**config.mk**
```make
export PLATFORM = sky130hd
export DESIGN_NAME = logic_edge_frame_encoder_flat
export DESIGN_NICKNAME = d
export VERILOG_FILES = /design/src/rtl/core/lefe_pkg.sv /design/src/rtl/core/lefe_if.sv /design/src/rtl/core/logic_edge_frame_encoder.sv /design/src/rtl/core/lefe_ctrl.sv /design/src/rtl/core/lefe_dp.sv /design/src/flat_wrapper.sv
export SDC_FILE = /design/constraint.sdc
export NUM_CORES = 1
export LEC_CHECK = 0
export ABC_AREA = 1
export BUFFER_PORTS_ARGS = -buffer_cell sky130_fd_sc_hd__buf_4
export CORE_MARGIN = 2
export CORE_UTILIZATION = 50
export CTS_CLUSTER_SIZE = 28
export DETAILED_ROUTE_END_ITERATION = 6
export HOLD_SLACK_MARGIN = 0.12
export PLACE_DENSITY = 0.71
export SLEW_MARGIN = 10
export SYNTH_ARGS = -nofsm -noshare
export SYNTH_HDL_FRONTEND = slang
export SYNTH_SLANG_ARGS = --single-unit
```
**constraint.sdc**
```tcl
create_clock -name clk -period 9.5 [get_ports clk]
set_input_delay 1.9 -clock clk [delete_from_list [all_inputs] [get_ports clk]]
set_output_delay 1.9 -clock clk [all_outputs]
set_load 0.02 [all_outputs]
```
**src/rtl/core/lefe_pkg.sv**
```systemverilog
`default_nettype none

package lefe_pkg;

    // Item kinds carried in the func field
    localparam logic [1:0] FUNC_FRAME = 2'd0;
    localparam logic [1:0] FUNC_COUNT = 2'd1;
    localparam logic [1:0] FUNC_EDGE  = 2'd2;

    // Byte counts of the fixed-layout items
    localparam int FRAME_BYTES = 16;
    localparam int COUNT_BYTES = 2;
    localparam int CNT_W       = $clog2(FRAME_BYTES + 1);

    // Varint constants
    localparam logic [7:0] VARINT_PAYLOAD = 8'h7F;
    localparam logic [7:0] VARINT_CONT    = 8'h80;
    localparam logic [7:0] RESERVED_BYTE  = 8'h00;

    typedef enum logic [1:0] {
        ST_IDLE,
        ST_FIXED,
        ST_VARINT,
        ST_LEVEL
    } state_t;

    typedef enum logic [1:0] {
        SEL_FIXED,
        SEL_VARINT,
        SEL_LEVEL
    } out_sel_t;

    typedef struct packed {
        logic [1:0]  func;
        logic [31:0] frame_time_ms;
        logic [63:0] base_position;
        logic [15:0] channel_mask;
        logic [15:0] chan_edges;
        logic [63:0] edge_position;
        logic [7:0]  edge_level;
    } item_t;

    // Controller to datapath
    typedef struct packed {
        logic     load_frame;
        logic     load_count;
        logic     load_edge;
        logic     shift_fixed;
        logic     shift_varint;
        out_sel_t out_sel;
    } cmd_t;

    // Datapath to controller
    typedef struct packed {
        logic fixed_last;
        logic varint_more;
    } status_t;

endpackage

`default_nettype wire

```
**src/rtl/core/lefe_if.sv**
```systemverilog
`default_nettype none

interface lefe_item_if;
    logic        valid;
    logic        ready;
    logic [1:0]  func;
    logic [31:0] frame_time_ms;
    logic [63:0] base_position;
    logic [15:0] channel_mask;
    logic [15:0] chan_edges;
    logic [63:0] edge_position;
    logic [7:0]  edge_level;

    modport source (
        output valid, func, frame_time_ms, base_position, channel_mask,
               chan_edges, edge_position, edge_level,
        input  ready
    );
    modport sink (
        input  valid, func, frame_time_ms, base_position, channel_mask,
               chan_edges, edge_position, edge_level,
        output ready
    );
endinterface

interface lefe_byte_if;
    logic       valid;
    logic       ready;
    logic [7:0] byte_out;
    logic       last_byte;

    modport source (
        output valid, byte_out, last_byte,
        input  ready
    );
    modport sink (
        input  valid, byte_out, last_byte,
        output ready
    );
endinterface

`default_nettype wire

```
**src/rtl/core/logic_edge_frame_encoder.sv**
```systemverilog
// Logic-edge frame encoder.
// Input channel "item" takes one item per beat: func 0 opens a frame and
// emits a 16-byte header (type code, channel mask, reserved zero, timestamp,
// base position) and stores the base; func 1 emits a 2-byte edge count;
// func 2 emits the edge position relative to the base as an LEB128 varint
// (zero if before the base) followed by a level byte of 0 or 1. func 3 is
// accepted and dropped. Output channel "stream" carries one byte per beat,
// with last_byte set on the final byte of each item.
// One item is in work at a time; item.ready is high only when idle.
// After an item is accepted its bytes go out: 16 for a frame start, 2 for
// a count, 2 to 11 for an edge (one to ten varint bytes plus the level
// byte), none for a dropped item. The byte serializer sends one byte a cycle
// while stream.ready is high; a stall on stream.ready holds the current
// byte and the item in work. The type code is written by cfg_we/cfg_data;
// the user must write it only while idle, the block does not enforce it.
// Reset clears the type code and the frame base to zero and returns to idle.
`default_nettype none

module logic_edge_frame_encoder (
    input  wire logic       clk,
    input  wire logic       rst_n,
    input  wire logic       cfg_we,
    input  wire logic [7:0] cfg_data,
    lefe_item_if.sink       item,
    lefe_byte_if.source     stream
);
    import lefe_pkg::*;

    item_t   item_pl;
    cmd_t    cmd;
    status_t status;

    assign item_pl.func          = item.func;
    assign item_pl.frame_time_ms = item.frame_time_ms;
    assign item_pl.base_position = item.base_position;
    assign item_pl.channel_mask  = item.channel_mask;
    assign item_pl.chan_edges    = item.chan_edges;
    assign item_pl.edge_position = item.edge_position;
    assign item_pl.edge_level    = item.edge_level;

    lefe_ctrl u_ctrl (
        .clk        (clk),
        .rst_n      (rst_n),
        .item_valid (item.valid),
        .item_func  (item.func),
        .item_ready (item.ready),
        .out_valid  (stream.valid),
        .out_last   (stream.last_byte),
        .out_ready  (stream.ready),
        .status     (status),
        .cmd        (cmd)
    );

    lefe_dp u_dp (
        .clk      (clk),
        .rst_n    (rst_n),
        .cfg_we   (cfg_we),
        .cfg_data (cfg_data),
        .item     (item_pl),
        .cmd      (cmd),
        .status   (status),
        .out_byte (stream.byte_out)
    );

    // No byte goes out while a new item can be taken
    a_no_overlap: assert property (@(posedge clk) disable iff (!rst_n)
        item.ready |-> !stream.valid)
        else $error("byte offered while idle");

    // The final byte of an item returns the block to idle
    a_last_ends_item: assert property (@(posedge clk) disable iff (!rst_n)
        (stream.valid && stream.ready && stream.last_byte) |=> item.ready)
        else $error("not idle after last byte");

    // An edge item starts with a varint byte that is never the last one
    a_edge_starts: assert property (@(posedge clk) disable iff (!rst_n)
        (item.valid && item.ready && item.func == FUNC_EDGE)
        |=> (stream.valid && !stream.last_byte))
        else $error("edge item did not start its varint");

    // A dropped item leaves the block idle
    a_drop_idle: assert property (@(posedge clk) disable iff (!rst_n)
        (item.valid && item.ready && item.func != FUNC_FRAME
         && item.func != FUNC_COUNT && item.func != FUNC_EDGE) |=> item.ready)
        else $error("unknown item kind not dropped");

endmodule

`default_nettype wire

```
**src/rtl/core/lefe_ctrl.sv**
```systemverilog
`default_nettype none

module lefe_ctrl (
    input  wire logic             clk,
    input  wire logic             rst_n,
    input  wire logic             item_valid,
    input  wire logic [1:0]       item_func,
    output logic                  item_ready,
    output logic                  out_valid,
    output logic                  out_last,
    input  wire logic             out_ready,
    input  wire lefe_pkg::status_t status,
    output lefe_pkg::cmd_t        cmd
);
    import lefe_pkg::*;

    state_t state_reg;
    state_t state_next;

    // State register
    always_ff @(posedge clk or negedge rst_n)
    begin
        if (!rst_n)
        begin
            state_reg <= ST_IDLE;
        end
        else
        begin
            state_reg <= state_next;
        end
    end

    // Next state and commands
    always_comb
    begin
        state_next       = state_reg;
        item_ready       = 1'b0;
        out_valid        = 1'b0;
        out_last         = 1'b0;
        cmd.load_frame   = 1'b0;
        cmd.load_count   = 1'b0;
        cmd.load_edge    = 1'b0;
        cmd.shift_fixed  = 1'b0;
        cmd.shift_varint = 1'b0;
        cmd.out_sel      = SEL_FIXED;

        unique case (state_reg)
            ST_IDLE:
            begin
                item_ready = 1'b1;
                if (item_valid)
                begin
                    // Decode the item kind; drop unknown kinds
                    unique case (item_func)
                        FUNC_FRAME:
                        begin
                            cmd.load_frame = 1'b1;
                            state_next     = ST_FIXED;
                        end
                        FUNC_COUNT:
                        begin
                            cmd.load_count = 1'b1;
                            state_next     = ST_FIXED;
                        end
                        FUNC_EDGE:
                        begin
                            cmd.load_edge = 1'b1;
                            state_next    = ST_VARINT;
                        end
                        default:
                        begin
                            state_next = ST_IDLE;
                        end
                    endcase
                end
            end
            ST_FIXED:
            begin
                out_valid   = 1'b1;
                out_last    = status.fixed_last;
                cmd.out_sel = SEL_FIXED;
                if (out_ready)
                begin
                    cmd.shift_fixed = 1'b1;
                    if (status.fixed_last)
                    begin
                        state_next = ST_IDLE;
                    end
                end
            end
            ST_VARINT:
            begin
                out_valid   = 1'b1;
                cmd.out_sel = SEL_VARINT;
                if (out_ready)
                begin
                    if (status.varint_more)
                    begin
                        cmd.shift_varint = 1'b1;
                    end
                    else
                    begin
                        state_next = ST_LEVEL;
                    end
                end
            end
            ST_LEVEL:
            begin
                out_valid   = 1'b1;
                out_last    = 1'b1;
                cmd.out_sel = SEL_LEVEL;
                if (out_ready)
                begin
                    state_next = ST_IDLE;
                end
            end
            default:
            begin
                state_next = ST_IDLE;
            end
        endcase
    end

endmodule

`default_nettype wire

```
**src/rtl/core/lefe_dp.sv**
```systemverilog
`default_nettype none

module lefe_dp (
    input  wire logic            clk,
    input  wire logic            rst_n,
    input  wire logic            cfg_we,
    input  wire logic [7:0]      cfg_data,
    input  wire lefe_pkg::item_t item,
    input  wire lefe_pkg::cmd_t  cmd,
    output lefe_pkg::status_t    status,
    output logic [7:0]           out_byte
);
    import lefe_pkg::*;

    logic [7:0]                   type_code_reg;
    logic [63:0]                  frame_base_reg;
    logic [FRAME_BYTES*8-1:0]     shift_reg;
    logic [FRAME_BYTES*8-1:0]     shift_next;
    logic [CNT_W-1:0]             cnt_reg;
    logic [CNT_W-1:0]             cnt_next;
    logic [63:0]                  rel_reg;
    logic [63:0]                  rel_next;
    logic                         level_reg;
    logic                         level_next;
    logic [64:0]                  diff;

    // Distance of the edge from the frame base; bit 64 is set when the edge lies before the base
    assign diff = {1'b0, item.edge_position} - {1'b0, frame_base_reg};

    // Control-side state: type code, frame base and byte count
    always_ff @(posedge clk or negedge rst_n)
    begin
        if (!rst_n)
        begin
            type_code_reg  <= '0;
            frame_base_reg <= '0;
            cnt_reg        <= '0;
        end
        else
        begin
            if (cfg_we)
            begin
                type_code_reg <= cfg_data;
            end
            if (cmd.load_frame)
            begin
                frame_base_reg <= item.base_position;
            end
            cnt_reg <= cnt_next;
        end
    end

    // Payload registers
    always_ff @(posedge clk)
    begin
        shift_reg <= shift_next;
        rel_reg   <= rel_next;
        level_reg <= level_next;
    end

    // Load or advance the byte sources
    always_comb
    begin
        shift_next = shift_reg;
        cnt_next   = cnt_reg;
        rel_next   = rel_reg;
        level_next = level_reg;
        if (cmd.load_frame)
        begin
            shift_next = {item.base_position, item.frame_time_ms, RESERVED_BYTE,
                          item.channel_mask, type_code_reg};
            cnt_next   = CNT_W'(FRAME_BYTES);
        end
        else if (cmd.load_count)
        begin
            shift_next = {{(FRAME_BYTES*8-16){1'b0}}, item.chan_edges};
            cnt_next   = CNT_W'(COUNT_BYTES);
        end
        else if (cmd.shift_fixed)
        begin
            shift_next = {8'h00, shift_reg[FRAME_BYTES*8-1:8]};
            cnt_next   = cnt_reg - CNT_W'(1);
        end
        if (cmd.load_edge)
        begin
            rel_next   = diff[64] ? 64'd0 : diff[63:0];
            level_next = |item.edge_level;
        end
        else if (cmd.shift_varint)
        begin
            rel_next = {7'd0, rel_reg[63:7]};
        end
    end

    assign status.fixed_last  = (cnt_reg == CNT_W'(1));
    assign status.varint_more = |rel_reg[63:7];

    // Select the outgoing byte
    always_comb
    begin
        case (cmd.out_sel)
            SEL_FIXED:  out_byte = shift_reg[7:0];
            SEL_VARINT: out_byte = (rel_reg[7:0] & VARINT_PAYLOAD)
                                   | (status.varint_more ? VARINT_CONT : 8'h00);
            SEL_LEVEL:  out_byte = {7'd0, level_reg};
            default:    out_byte = shift_reg[7:0];
        endcase
    end

endmodule

`default_nettype wire

```
**src/flat_wrapper.sv**
```systemverilog
// flat-port wrapper written by rule: the top's interface ports become plain ports
module logic_edge_frame_encoder_flat import lefe_pkg::*;
  (clk, rst_n, cfg_we, cfg_data, item_valid, item_func, item_frame_time_ms, item_base_position, item_channel_mask, item_chan_edges, item_edge_position, item_edge_level, item_ready, stream_valid, stream_byte_out, stream_last_byte, stream_ready);
  lefe_item_if item_i ();
  lefe_byte_if stream_i ();
  input  wire logic clk;
  input  wire logic rst_n;
  input  wire logic cfg_we;
  input  wire logic [7:0] cfg_data;
  input wire logic [$bits(item_i.valid)-1:0] item_valid;
  input wire logic [$bits(item_i.func)-1:0] item_func;
  input wire logic [$bits(item_i.frame_time_ms)-1:0] item_frame_time_ms;
  input wire logic [$bits(item_i.base_position)-1:0] item_base_position;
  input wire logic [$bits(item_i.channel_mask)-1:0] item_channel_mask;
  input wire logic [$bits(item_i.chan_edges)-1:0] item_chan_edges;
  input wire logic [$bits(item_i.edge_position)-1:0] item_edge_position;
  input wire logic [$bits(item_i.edge_level)-1:0] item_edge_level;
  output wire logic [$bits(item_i.ready)-1:0] item_ready;
  output wire logic [$bits(stream_i.valid)-1:0] stream_valid;
  output wire logic [$bits(stream_i.byte_out)-1:0] stream_byte_out;
  output wire logic [$bits(stream_i.last_byte)-1:0] stream_last_byte;
  input wire logic [$bits(stream_i.ready)-1:0] stream_ready;
  assign item_i.valid = item_valid;
  assign item_i.func = item_func;
  assign item_i.frame_time_ms = item_frame_time_ms;
  assign item_i.base_position = item_base_position;
  assign item_i.channel_mask = item_channel_mask;
  assign item_i.chan_edges = item_chan_edges;
  assign item_i.edge_position = item_edge_position;
  assign item_i.edge_level = item_edge_level;
  assign item_ready = item_i.ready;
  assign stream_valid = stream_i.valid;
  assign stream_byte_out = stream_i.byte_out;
  assign stream_last_byte = stream_i.last_byte;
  assign stream_i.ready = stream_ready;
  logic_edge_frame_encoder u_core (.clk(clk), .rst_n(rst_n), .cfg_we(cfg_we), .cfg_data(cfg_data), .item(item_i), .stream(stream_i));
endmodule
```
== After elaboration in Yosys (flattened, before gate mapping) ==
Cells that the tools add are included.

* Input bits: 215
* Logic and storage cells: 68
* Output and inout port bits: 11
* Bits in registers: 272

* Add/sub/neg operators: 2
* Equal/unequal tests: 14
* Reductions and logical operators: 10
* Bitwise gates (word level): 1
* Multiplexer cells: 33

{| class="wikitable"
|+ Operators with widths
! kind !! count
|-
| $mux 128 || 3
|-
| $mux 64 || 3
|-
| $sub 64x64->65 || 1
|-
| $reduce_or 57->1 || 1
|-
| $pmux 8 s2 || 1
|-
| $mux 5 || 3
|-
| $mux 2 || 6
|-
| $ne 2x2->1 const B || 6
|-
| $mux 1 || 10
|-
| $eq 2x2->1 const B || 4
|-
| $mux 8 || 1
|-
| $or 7x8->8 || 1
|-
| $pmux 2 s2 || 2
|-
| $pmux 2 s4 || 1
|-
| $reduce_or 8->1 || 1
|-
| $eq 2x1->1 const B || 3
|-
| $mux 3 || 2
|-
| $reduce_and 6->1 || 1
|-
| $eq 5x1->1 const B || 1
|-
| $sub 5x1->5 const B || 1
|-
| $logic_not 2->1 || 2
|-
| $reduce_or 2->1 || 2
|-
| $reduce_bool 3->1 || 1
|-
| $reduce_or 3->1 || 1
|-
| 2 further kinds || 2
|}

== Logic depth before layout (Yosys ltp) ==
Gate-level depths: netlist (run 1).

* Depth in word-level cells: 6
* Mapped depth: 18
* Depth with buffers taken out: 17

== Cells and area by module ==
A second synthesis (run 1) with hierarchy kept.

* Cell total of the unflattened synthesis: 2299
* Area total of the unflattened synthesis: 17083.9 sq um

{| class="wikitable"
|+ Modules (own cells, without submodules)
! module !! cells an instance !! seq. area each (sq um) !! area each (sq um) !! times used
|-
| lefe_dp || 2262 || 7642.3 || 16886.2 || 1
|-
| lefe_ctrl || 37 || 50.0 || 197.7 || 1
|}

== Least setup slack after synthesis (run 1) ==
Ideal clock, no wire load.

* Path kind: input to register
* Start point: input stream_ready
* End point: register u_core.u_dp.rel_reg[0], enable pin
* Data required time: 8.926 ns
* Arrival time: 6.443 ns
* Cell stages on the path: 2
* Library setup time: 0.574 ns
* Setup slack: 2.482 ns
* Buffers on the path: 0
* Cells stage by stage: inv_1 > o21ai_0

* Longest elaborated chain between the ends: 3

{| class="wikitable"
|+ RTL lines
! what !! line !! RTL
|-
| start: declaration || flat_wrapper.sv:22 || <nowiki>input wire logic [$bits(stream_i.ready)-1:0] stream_ready;</nowiki>
|-
| $mux 1 || lefe_ctrl.sv:95 || <nowiki>if (out_ready)</nowiki>
|-
| $mux 1 || lefe_ctrl.sv:47 || <nowiki>unique case (state_reg)</nowiki>
|-
| $reduce_bool 2->1 (no line) || - ||
|-
| end signal: assignment || lefe_dp.sv:57 || <nowiki>rel_reg <= rel_next;</nowiki>
|-
| end: declaration || lefe_dp.sv:21 || <nowiki>logic [63:0] rel_reg;</nowiki>
|}

Every way passes these cells.
A chain may end at the register's enable or synchronous reset.

== Worst setup path after layout (run 1) ==
* Start point: input item_func[1]
* End point: register u_core.u_dp.shift_reg[64], data pin

* Longest elaborated chain between the ends: 6
* Elaborated cells on any way between the ends: 8
* Those cells by class: 1 x eq/ne; 6 x mux; 1 x reduce/logical

{| class="wikitable"
|+ RTL lines
! what !! line !! RTL
|-
| start: declaration || flat_wrapper.sv:11 || <nowiki>input wire logic [$bits(item_i.func)-1:0] item_func;</nowiki>
|-
| $eq 2x1->1 || lefe_ctrl.sv:54 || <nowiki>unique case (item_func)</nowiki>
|-
| $mux 1 || lefe_ctrl.sv:54 ||
|-
| $mux 3 * || lefe_ctrl.sv:51 || <nowiki>if (item_valid)</nowiki>
|-
| $mux 3 * || lefe_ctrl.sv:47 ||
|-
| $mux 128 || lefe_dp.sv:74 || <nowiki>else if (cmd.load_count)</nowiki>
|-
| $mux 128 * || lefe_dp.sv:68 || <nowiki>if (cmd.load_frame)</nowiki>
|-
| named net u_core.u_dp.shift_next[64] || lefe_dp.sv:18 || <nowiki>logic [FRAME_BYTES*8-1:0] shift_next;</nowiki>
|-
| end signal: assignment || lefe_dp.sv:56 || <nowiki>shift_reg <= shift_next;</nowiki>
|-
| end: declaration || lefe_dp.sv:17 || <nowiki>logic [FRAME_BYTES*8-1:0] shift_reg;</nowiki>
|}

The timed path passes the listed nets; every way through them passes the cells marked *.

==> metrics.txt, run 1 <==
# TYPE chip_impl_metric gauge
chip_impl_info{name="status",value="complete, no violations"} 1
chip_impl_metric{name="detailroute.via_count",unit=""} 15000
chip_impl_metric{name="yosysWarningCount",unit=""} 0
chip_impl_metric{name="drcViolationCount",unit=""} 0
chip_impl_metric{name="timing.final.max_slew_violations",unit=""} 0
chip_impl_metric{name="port_buffers",unit=""} 225
chip_impl_info{name="synthTopCellsByCount",value="sky130_fd_sc_hd__nand2_1 (837), sky130_fd_sc_hd__inv_1 (359), sky130_fd_sc_hd__edfxtp_1 (185)"} 1
chip_impl_metric{name="numClockSinks",unit=""} 272
chip_impl_metric{name="cellInternalPower",unit="mW"} 2.12
chip_impl_metric{name="setup-violations-final",unit=""} 0
chip_impl_metric{name="cts_setup_buffers",unit=""} 0
chip_impl_metric{name="pwr-share-seq",unit="%"} 45.8
chip_impl_metric{name="synthMuxAreaShare",unit="%"} 0.536
chip_impl_metric{name="critPathMaxStageDelay",unit="ns"} 0.82
chip_impl_metric{name="dr.first_iter.drc_count",unit=""} 1059
chip_impl_metric{name="timing.final.crit_share",unit="%"} 45.1
chip_impl_metric{name="resize_count_post_cts",unit=""} 0
chip_impl_metric{name="route.met2.wl",unit="mm"} 26.3
chip_impl_metric{name="total_power",unit="mW"} 2.85
chip_impl_metric{name="post-dp-hpwl",unit="mm"} 42.6
chip_impl_info{name="netlist_top_cells_area",value="sky130_fd_sc_hd__edfxtp_1 (33%), sky130_fd_sc_hd__nand2_1 (19%), sky130_fd_sc_hd__dfrtp_1 (12%), sky130_fd_sc_hd__inv_1 (8.0%), sky130_fd_sc_hd__ha_1 (4.9%)"} 1
chip_impl_metric{name="achievable_freq",unit="MHz"} 233
chip_impl_metric{name="seq_area_frac_synth",unit="%"} 45.7
chip_impl_metric{name="preCtsSetupSlack",unit="ns"} 4.70
chip_impl_metric{name="std_cell_rows",unit=""} 67
chip_impl_metric{name="number_of_global_route_vias_before_repair",unit=""} 14600
chip_impl_metric{name="max-clock-path-buffers",unit=""} 3
chip_impl_metric{name="largest_reg_flops",unit=""} 128
chip_impl_metric{name="setup-tns-final",unit="ns"} 0
chip_impl_metric{name="cts_inserted_buffers",unit=""} 29
chip_impl_metric{name="critical_path_arrival",unit="ns"} 4.70
chip_impl_metric{name="synth.distinct_cells",unit=""} 43
chip_impl_info{name="clock_tree.root_cell",value="sky130_fd_sc_hd__clkbuf_16"} 1
chip_impl_metric{name="areaGrowthSynthToFinish",unit="%"} 18.2
chip_impl_info{name="tritoncts",value="done"} 1
chip_impl_metric{name="synth-simple-area-share",unit="%"} 27.4
chip_impl_metric{name="finalCriticalPeriod",unit="ns"} 4.29
chip_impl_metric{name="cellPowerDensity",unit="nW/um^2"} 143
chip_impl_metric{name="timing_worst_slew_pin_value",unit="ns"} 0.988
chip_impl_metric{name="layout-drive-gt1-share",unit="%"} 13.9
chip_impl_metric{name="crit_required",unit="ns"} 9.92
chip_impl_metric{name="fp.dieH",unit="um"} 187
chip_impl_info{name="cp-end-kind",value="flop"} 1
chip_impl_metric{name="layout.nets",unit=""} 2698
chip_impl_metric{name="syn-num-nets",unit=""} 2480
chip_impl_metric{name="critical_path.max_fanout",unit=""} 106
chip_impl_metric{name="antenna_left",unit=""} 0
chip_impl_metric{name="total_leakage_power",unit="nW"} 9.93
chip_impl_metric{name="timing.final.ws_setup",unit="ns"} 5.21
chip_impl_info{name="dr.max_layer_used",value="met4"} 1
chip_impl_info{name="largest_family_of_logic_cells_by_synthesized_area",value="simple AND/OR/NAND/NOR gates"} 1
chip_impl_metric{name="core_area",unit="sq um"} 33400
chip_impl_metric{name="power.switching",unit="mW"} 0.728
chip_impl_metric{name="clock_network_fraction_of_total_power",unit="%"} 40.2
chip_impl_info{name="yosysTopAreaCell",value="sky130_fd_sc_hd__edfxtp_1"} 1
chip_impl_metric{name="combPwrFrac",unit="%"} 14.0
chip_impl_metric{name="ys_seq_elements",unit=""} 272
chip_impl_info{name="crit_top_cell",value="sky130_fd_sc_hd__buf_4"} 1
chip_impl_metric{name="gp_congestion",unit=""} 1.01
chip_impl_metric{name="die_x",unit="um"} 187
chip_impl_metric{name="fill_cells",unit=""} 3127
chip_impl_metric{name="detailedRoute.firstPassIterationCount",unit=""} 6
chip_impl_metric{name="power.switching_fraction",unit="%"} 25.6
chip_impl_metric{name="ir_drop",unit="V"} 0.000127
chip_impl_metric{name="yosys.area_share.xor_xnor",unit="%"} 2.19
chip_impl_metric{name="n_antenna_cell",unit=""} 0
chip_impl_metric{name="antenna_found_initial",unit=""} 0
chip_impl_metric{name="seqCellArea",unit="sq um"} 7690
chip_impl_metric{name="wl_met3",unit="mm"} 3.11
chip_impl_info{name="timing.critical_path.slowest_stage_cell",value="sky130_fd_sc_hd__buf_4"} 1
chip_impl_metric{name="detail_route.wl_per_cell",unit="um"} 18.5
chip_impl_metric{name="hold_slack",unit="ns"} 0.448
chip_impl_info{name="worstSetupPathType",value="input port to flop"} 1
chip_impl_info{name="synth_most_common_cell",value="sky130_fd_sc_hd__nand2_1"} 1
chip_impl_info{name="rsz0062_at_grt",value="no"} 1
chip_impl_metric{name="clkSlewWorstSetupHoldPaths",unit="ns"} 0.06
chip_impl_info{name="min_path_type",value="flop to flop"} 1
chip_impl_metric{name="yosys.area.top_type_share",unit="%"} 33.0
chip_impl_metric{name="via_per_inst",unit=""} 5.20
chip_impl_metric{name="htree_levels",unit=""} 1
chip_impl_metric{name="multi_input_comb_area",unit="sq um"} 7490
chip_impl_metric{name="clock-skew-final",unit="ns"} 0.0215
chip_impl_metric{name="postSynthCellCount",unit=""} 2198
chip_impl_metric{name="async_set_or_reset_register_ratio_after_synthesis",unit="%"} 29.0
chip_impl_metric{name="routedLengthMet1",unit="mm"} 21.3
chip_impl_metric{name="final_cells",unit=""} 2886
chip_impl_metric{name="grt_pass1_wl",unit="mm"} 80.4
chip_impl_metric{name="syn_avg_cell_area",unit="sq um"} 7.65
chip_impl_metric{name="wl",unit="mm"} 53.3
chip_impl_metric{name="synth-compound-area-share",unit="%"} 9.23
chip_impl_metric{name="maximum_number_of_pins_on_one_net_before_global_route_repair",unit=""} 107
chip_impl_metric{name="edff_count_synth",unit=""} 185
chip_impl_metric{name="worstSkewPairLatency",unit="ns"} 0.57
chip_impl_metric{name="max-slew-margin-rel",unit="%"} 34.2
chip_impl_metric{name="syn_area",unit="sq um"} 16800
chip_impl_metric{name="postCtsHoldBufs",unit=""} 0
chip_impl_metric{name="post_synth_fa_ha_maj_area_fraction",unit="%"} 5.03
chip_impl_info{name="critical_path.cell_chain",value="buf_4 > nor3_1 > inv_1 > nor2_4 > buf_4 > buf_4 > nand2_1 > nand2_1"} 1
chip_impl_metric{name="maxCapViolCount",unit=""} 0
chip_impl_metric{name="pin_count",unit=""} 226
chip_impl_metric{name="overflow",unit=""} 0
chip_impl_metric{name="finalHoldViolations",unit=""} 0
chip_impl_metric{name="initial_utilization",unit="%"} 50.4
chip_impl_metric{name="dp.cells",unit=""} 2833
chip_impl_info{name="postSynth.topFlopCell",value="sky130_fd_sc_hd__edfxtp_1"} 1
chip_impl_info{name="kind_of_start_point_of_the_critical_path",value="input port"} 1
chip_impl_metric{name="groute.usage.overall",unit="%"} 29.8
chip_impl_metric{name="fp.dieArea",unit="sq um"} 35100
==> worst max-delay path, delay by kind of cell <==
family,cells,cell delay (ns)
buf+inv,4,1.71
simple gates,4,1.02
==> cells by family (layout without fill, tap and decap cells) <==
group	after synthesis	after routing
and+or+nand+nor	1126	1126
xor gates and xnor gates	42	42
DFF	272	272
muxes	8	8
AOI/OAI and AO/OA	260	260
buffers and inverters	423	663
adders and majority gates	67	67
==> power groups by stage <==
stage                     logic [mW]  registers (mW)  clock network [mW]
after floorplan                0.212            1.33                   0
after global placement         0.394            1.33                   0
after detailed placement       0.395            1.33                   0
after CTS                      0.397            1.30                1.16
after global routing           0.433            1.31                1.21
final                          0.398            1.30                1.15
==> worst paths after layout <==
path	start	endpoint	slack (ns)	cells past startpoint
min in group asynchronous	rst_n	u_core.u_dp.frame_base_reg[59]	1.25	1
worst min register to register	u_core.u_dp.shift_reg[32]	u_core.u_dp.shift_reg[24]	0.45	2
max in group asynchronous	rst_n	u_core.u_dp.frame_base_reg[8]	7.14	2
worst max register to register	u_core.u_ctrl.state_reg[0]	u_core.u_dp.shift_reg[64]	5.98	9
worst min-delay path	u_core.u_dp.shift_reg[32]	u_core.u_dp.shift_reg[24]	0.45	2
worst max-delay path	item_func[1]	u_core.u_dp.shift_reg[64]	5.21	8
==> stage by stage <==
stage / util [%] / cell area (sq um)
2_1_floorplan: - / 16800
3_3_place_gp: 56.7 / 18900
3_5_place_dp: 56.7 / 18900
4_1_cts: 59.6 / 19900
5_1_grt: 59.6 / 19900
6_report: 59.6 / 19900
==> per-layer routing <==
metal / vias up / GRT usage (%)
li1: 7418 / -
met1: 6960 / 36.1
met2: 522 / 52.2
met3: 100 / 4.62
met4: 0 / 13.9
met5: - / 0
==> cells in the final DEF (no fill, tap or decap), drive strengths merged, types with 9 or more instances in the layout <==
| cell | instances |
|---|---|
| a22o | 38 |
| dfrtp | 79 |
| buf | 233 |
| nor4 | 14 |
| o22ai | 15 |
| nand3 | 80 |
| o21bai | 23 |
| ha | 66 |
| edfxtp | 185 |
| xor2 | 10 |
| nor3 | 19 |
| clkbuf | 43 |
| inv | 377 |
| o21ai | 111 |
| nand3b | 9 |
| nor2 | 137 |
| nand2 | 848 |
| xnor2 | 32 |
| nand4 | 13 |
| a21oi | 69 |
==> cell type report <==
type	count	area share, %
clock buffer	43	4.28
clock inverter	10	0.592
inverter	377	7.13
multi-input combinational	1503	37.7
sequential	272	38.7
tap	448	2.82
timing repair buffer	233	8.80
(Power assumes the default switching activity.)
==> inputs of run 2 (changes only) <==
- ABC_AREA: 1 -> 0
- PLACE_DENSITY: 0.71 -> 0.74
- clock period: 9.5 -> 3.8 ns (I/O delays scaled with it)
==> run 2 against run 1 <==
Effect of this change: first-iteration DRC count fell by 9.3%; synthesized cell count fell by 31%; clock power rose to 2.5 times the previous value; power rose to 5.0 times the previous value; register-to-register slack got worse by 5.7 ns; critical path type is now flop to flop; largest power group is now combinational cells.
==> metrics.txt, run 2 <==
# TYPE chip_impl_metric gauge
chip_impl_metric{name="wl_met3",unit="mm"} 2.48
chip_impl_metric{name="critical_path_arrival",unit="ns"} 3.86
chip_impl_metric{name="timing_worst_slew_pin_value",unit="ns"} 1.10
chip_impl_metric{name="fp.dieH",unit="um"} 177
chip_impl_metric{name="overflow",unit=""} 0
chip_impl_metric{name="numClockSinks",unit=""} 272
chip_impl_metric{name="layout-drive-gt1-share",unit="%"} 20.2
chip_impl_info{name="tritoncts",value="done"} 1
chip_impl_metric{name="layout.nets",unit=""} 2017
chip_impl_info{name="dr.max_layer_used",value="met4"} 1
chip_impl_metric{name="dr.first_iter.drc_count",unit=""} 961
chip_impl_info{name="min_path_type",value="input port to async pin"} 1
chip_impl_metric{name="drcViolationCount",unit=""} 0
chip_impl_metric{name="ys_seq_elements",unit=""} 272
chip_impl_metric{name="gp_congestion",unit=""} 0.900
chip_impl_metric{name="pwr-share-seq",unit="%"} 33.8
chip_impl_metric{name="synth.distinct_cells",unit=""} 77
chip_impl_metric{name="clkSlewWorstSetupHoldPaths",unit="ns"} 0.06
chip_impl_metric{name="max-clock-path-buffers",unit=""} 3
chip_impl_metric{name="areaGrowthSynthToFinish",unit="%"} 21.9
chip_impl_metric{name="wl",unit="mm"} 40.1
chip_impl_metric{name="detail_route.wl_per_cell",unit="um"} 18.6
chip_impl_metric{name="detailedRoute.firstPassIterationCount",unit=""} 6
chip_impl_metric{name="max-slew-margin-rel",unit="%"} 26.9
chip_impl_info{name="rsz0062_at_grt",value="no"} 1
chip_impl_metric{name="critPathMaxStageDelay",unit="ns"} 0.51
chip_impl_info{name="kind_of_start_point_of_the_critical_path",value="flop"} 1
chip_impl_metric{name="combPwrFrac",unit="%"} 45.6
chip_impl_metric{name="power.switching",unit="mW"} 5.48
chip_impl_metric{name="std_cell_rows",unit=""} 63
chip_impl_metric{name="syn_avg_cell_area",unit="sq um"} 9.94
chip_impl_info{name="r2r_endpoint",value="u_core.u_dp.rel_reg[5]"} 1
chip_impl_metric{name="yosys.area.top_type_share",unit="%"} 37.1
chip_impl_metric{name="htree_levels",unit=""} 1
chip_impl_metric{name="route.met2.wl",unit="mm"} 19.2
chip_impl_metric{name="largest_reg_flops",unit=""} 128
chip_impl_info{name="synth_most_common_cell",value="sky130_fd_sc_hd__nand2_1"} 1
chip_impl_metric{name="pin_count",unit=""} 226
chip_impl_metric{name="critical_path.max_fanout",unit=""} 31
chip_impl_info{name="mostFrequentLayoutCells",value="sky130_fd_sc_hd__nand2_1 (305), sky130_fd_sc_hd__buf_4 (268), sky130_fd_sc_hd__edfxtp_1 (185)"} 1
chip_impl_metric{name="antenna_left",unit=""} 0
chip_impl_metric{name="groute.usage.overall",unit="%"} 25.1
chip_impl_info{name="status",value="complete, no violations"} 1
chip_impl_info{name="worst_setup_path_endpoint",value="u_core.u_dp.rel_reg[5]"} 1
chip_impl_metric{name="edff_count_synth",unit=""} 185
chip_impl_metric{name="core_area",unit="sq um"} 29600
chip_impl_metric{name="initial_utilization",unit="%"} 50.7
chip_impl_info{name="worstSetupPathType",value="flop to flop"} 1
chip_impl_metric{name="worst_r2r_path_depth",unit=""} 14
chip_impl_info{name="cp-end-kind",value="flop"} 1
chip_impl_metric{name="postSynthCellCount",unit=""} 1507
chip_impl_metric{name="setup-violations-final",unit=""} 0
chip_impl_metric{name="number_of_global_route_vias_before_repair",unit=""} 12100
chip_impl_metric{name="final_design_area_no_fill",unit="sq um"} 18300
chip_impl_metric{name="total_power",unit="mW"} 14.1
chip_impl_metric{name="cts_setup_buffers",unit=""} 0
chip_impl_info{name="reg2reg_from",value="u_core.u_dp.frame_base_reg[0]"} 1
chip_impl_metric{name="ir_drop",unit="V"} 0.000443
chip_impl_info{name="layout.cells.most_common",value="sky130_fd_sc_hd__nand2_1"} 1
chip_impl_metric{name="grt_pass1_wl",unit="mm"} 62.7
chip_impl_metric{name="worst-path-buf-inv",unit=""} 4
chip_impl_metric{name="cellInternalPower",unit="mW"} 8.65
chip_impl_info{name="netlist_top_cells_area",value="sky130_fd_sc_hd__edfxtp_1 (37%), sky130_fd_sc_hd__dfrtp_1 (13%), sky130_fd_sc_hd__nand2_1 (7.7%), sky130_fd_sc_hd__ha_1 (5.5%), sky130_fd_sc_hd__o21ai_0 (4.8%)"} 1
chip_impl_metric{name="syn-num-nets",unit=""} 1789
chip_impl_metric{name="resize_count_post_cts",unit=""} 0
chip_impl_metric{name="seq_area_frac_synth",unit="%"} 51.3
chip_impl_metric{name="clock_network_fraction_of_total_power",unit="%"} 20.7
chip_impl_metric{name="maximum_number_of_pins_on_one_net_before_global_route_repair",unit=""} 119
chip_impl_info{name="worst_path_dominant_cell_family",value="compound AO/OA/AOI/OAI gates"} 1
chip_impl_metric{name="finalHoldViolations",unit=""} 0
chip_impl_metric{name="finalCriticalPeriod",unit="ns"} 3.50
chip_impl_metric{name="antenna_found_initial",unit=""} 0
chip_impl_info{name="crit_path_start",value="u_core.u_dp.frame_base_reg[0]"} 1
chip_impl_metric{name="worstSkewPairLatency",unit="ns"} 0.56
chip_impl_metric{name="total_leakage_power",unit="nW"} 8.07
chip_impl_metric{name="cellPowerDensity",unit="nW/um^2"} 773
chip_impl_metric{name="yosysWarningCount",unit=""} 0
chip_impl_metric{name="routedLengthMet1",unit="mm"} 17.2
chip_impl_info{name="synthTopCellsByCount",value="sky130_fd_sc_hd__nand2_1 (306), sky130_fd_sc_hd__edfxtp_1 (185), sky130_fd_sc_hd__o21ai_0 (144)"} 1
chip_impl_metric{name="detailroute.via_count",unit=""} 12400
chip_impl_metric{name="async_set_or_reset_register_ratio_after_synthesis",unit="%"} 29.0
chip_impl_metric{name="crit_required",unit="ns"} 4.16
chip_impl_info{name="critical_path.cell_chain",value="ha_1 > inv_1 > fa_1 > a21o_1 > a311o_2 > nand4_4 > a2111oi_4 > buf_4 > o2111ai_1 > a22oi_4 > o2bb2ai_4 > inv_2 > buf_12 > o31ai_1"} 1
chip_impl_metric{name="place_area",unit="sq um"} 17300
chip_impl_metric{name="die_x",unit="um"} 177
chip_impl_metric{name="timing.final.crit_share",unit="%"} 92.1
chip_impl_metric{name="via_per_inst",unit=""} 5.79
chip_impl_metric{name="fill_cells",unit=""} 2513
chip_impl_metric{name="fp.dieArea",unit="sq um"} 31400
chip_impl_metric{name="syn_area",unit="sq um"} 15000
chip_impl_info{name="postSynth.topFlopCell",value="sky130_fd_sc_hd__edfxtp_1"} 1
chip_impl_metric{name="regToRegSetupSlack",unit="ns"} 0.30
chip_impl_metric{name="clock-skew-final",unit="ns"} 0.0186
chip_impl_metric{name="critical_path_cell_count",unit=""} 14
chip_impl_metric{name="cts_inserted_buffers",unit=""} 30
chip_impl_info{name="yosysTopAreaCell",value="sky130_fd_sc_hd__edfxtp_1"} 1
chip_impl_info{name="timing.critical_path.slowest_stage_cell",value="sky130_fd_sc_hd__a2111oi_4"} 1
chip_impl_metric{name="n_antenna_cell",unit=""} 0
chip_impl_metric{name="maxCapViolCount",unit=""} 0
chip_impl_metric{name="power.switching_fraction",unit="%"} 38.8
chip_impl_metric{name="port_buffers",unit=""} 225
chip_impl_metric{name="achievable_freq",unit="MHz"} 286
chip_impl_metric{name="timing.final.max_slew_violations",unit=""} 0
chip_impl_metric{name="post-dp-hpwl",unit="mm"} 29.5
chip_impl_info{name="clock_tree.root_cell",value="sky130_fd_sc_hd__clkbuf_16"} 1
chip_impl_metric{name="postCtsHoldBufs",unit=""} 0
-- run 2: layout make-up --
cell class | instances | area [sq um] | area share [%]
clock buffer | 40 | 831 | 4.55
clock inverter | 16 | 159 | 0.870
inverter | 86 | 327 | 1.79
multi-input combinational | 1071 | 6640 | 36.3
sequential | 272 | 7690 | 42.1
tap | 390 | 488 | 2.67
timing repair buffer | 274 | 2130 | 11.7
-- run 2: worst min-delay path by stage --
stage,from,endpoint,slack [ns],cells after the start
6_report,rst_n,u_core.u_dp.frame_base_reg[7],0.41,1
2_1_floorplan,u_core.u_dp.shift_reg[32],u_core.u_dp.shift_reg[24],0.42,2
5_1_grt,item_base_position[43],u_core.u_dp.frame_base_reg[43],0.43,3
4_1_cts,item_base_position[43],u_core.u_dp.frame_base_reg[43],0.41,3
3_3_place_gp,u_core.u_dp.shift_reg[33],u_core.u_dp.shift_reg[25],0.44,2
3_5_place_dp,u_core.u_dp.shift_reg[37],u_core.u_dp.shift_reg[29],0.44,2
-- run 2: logic make-up after synthesis --
logic type | Yosys count | synth area share, %
compound gates | 433 | 18.9
xor+xnor | 56 | 3.27
fa+ha+maj | 67 | 5.65
buf+inv | 164 | 4.44
flops | 272 | 51.3
mux | 27 | 1.88
simple gates | 488 | 14.5
-- run 2: per-layer routing --
layer | GRT usage [%] | vias to the layer above
li1 | - | 5910
met5 | 0 | -
met1 | 33.9 | 5971
met3 | 3.11 | 74
met2 | 42.7 | 478
met4 | 7.06 | 0
-- run 2: power by group through the flow --
stage          Sequential, mW  Combinational, mW  Clock, mW
2_1_floorplan            4.68               4.45          0
3_3_place_gp             4.78               6.23          0
3_5_place_dp             4.82               6.35          0
4_1_cts                  4.77               6.40       2.96
5_1_grt                  4.85               7.10       3.06
6_report                 4.77               6.44       2.92
-- run 2: per-stage QoR --
| step | utilization (%) | hold slack (ns) | std cells | setup WS (ns) | TNS, ns |
|---|---|---|---|---|---|
| 3_5_place_dp | 58.5 | 0.439 | 2093 | -0.187 | -7.94 |
| 6_report | 61.8 | 0.406 | 2149 | 0.300 | 0 |
| 4_1_cts | 61.8 | 0.411 | 2149 | 0.310 | 0 |
| 3_3_place_gp | 58.5 | 0.442 | 2093 | -0.102 | -3.60 |
| 5_1_grt | 61.8 | 0.429 | 2149 | 0.0775 | 0 |
| 2_1_floorplan | - | 0.418 | 1507 | 0.178 | 0 |
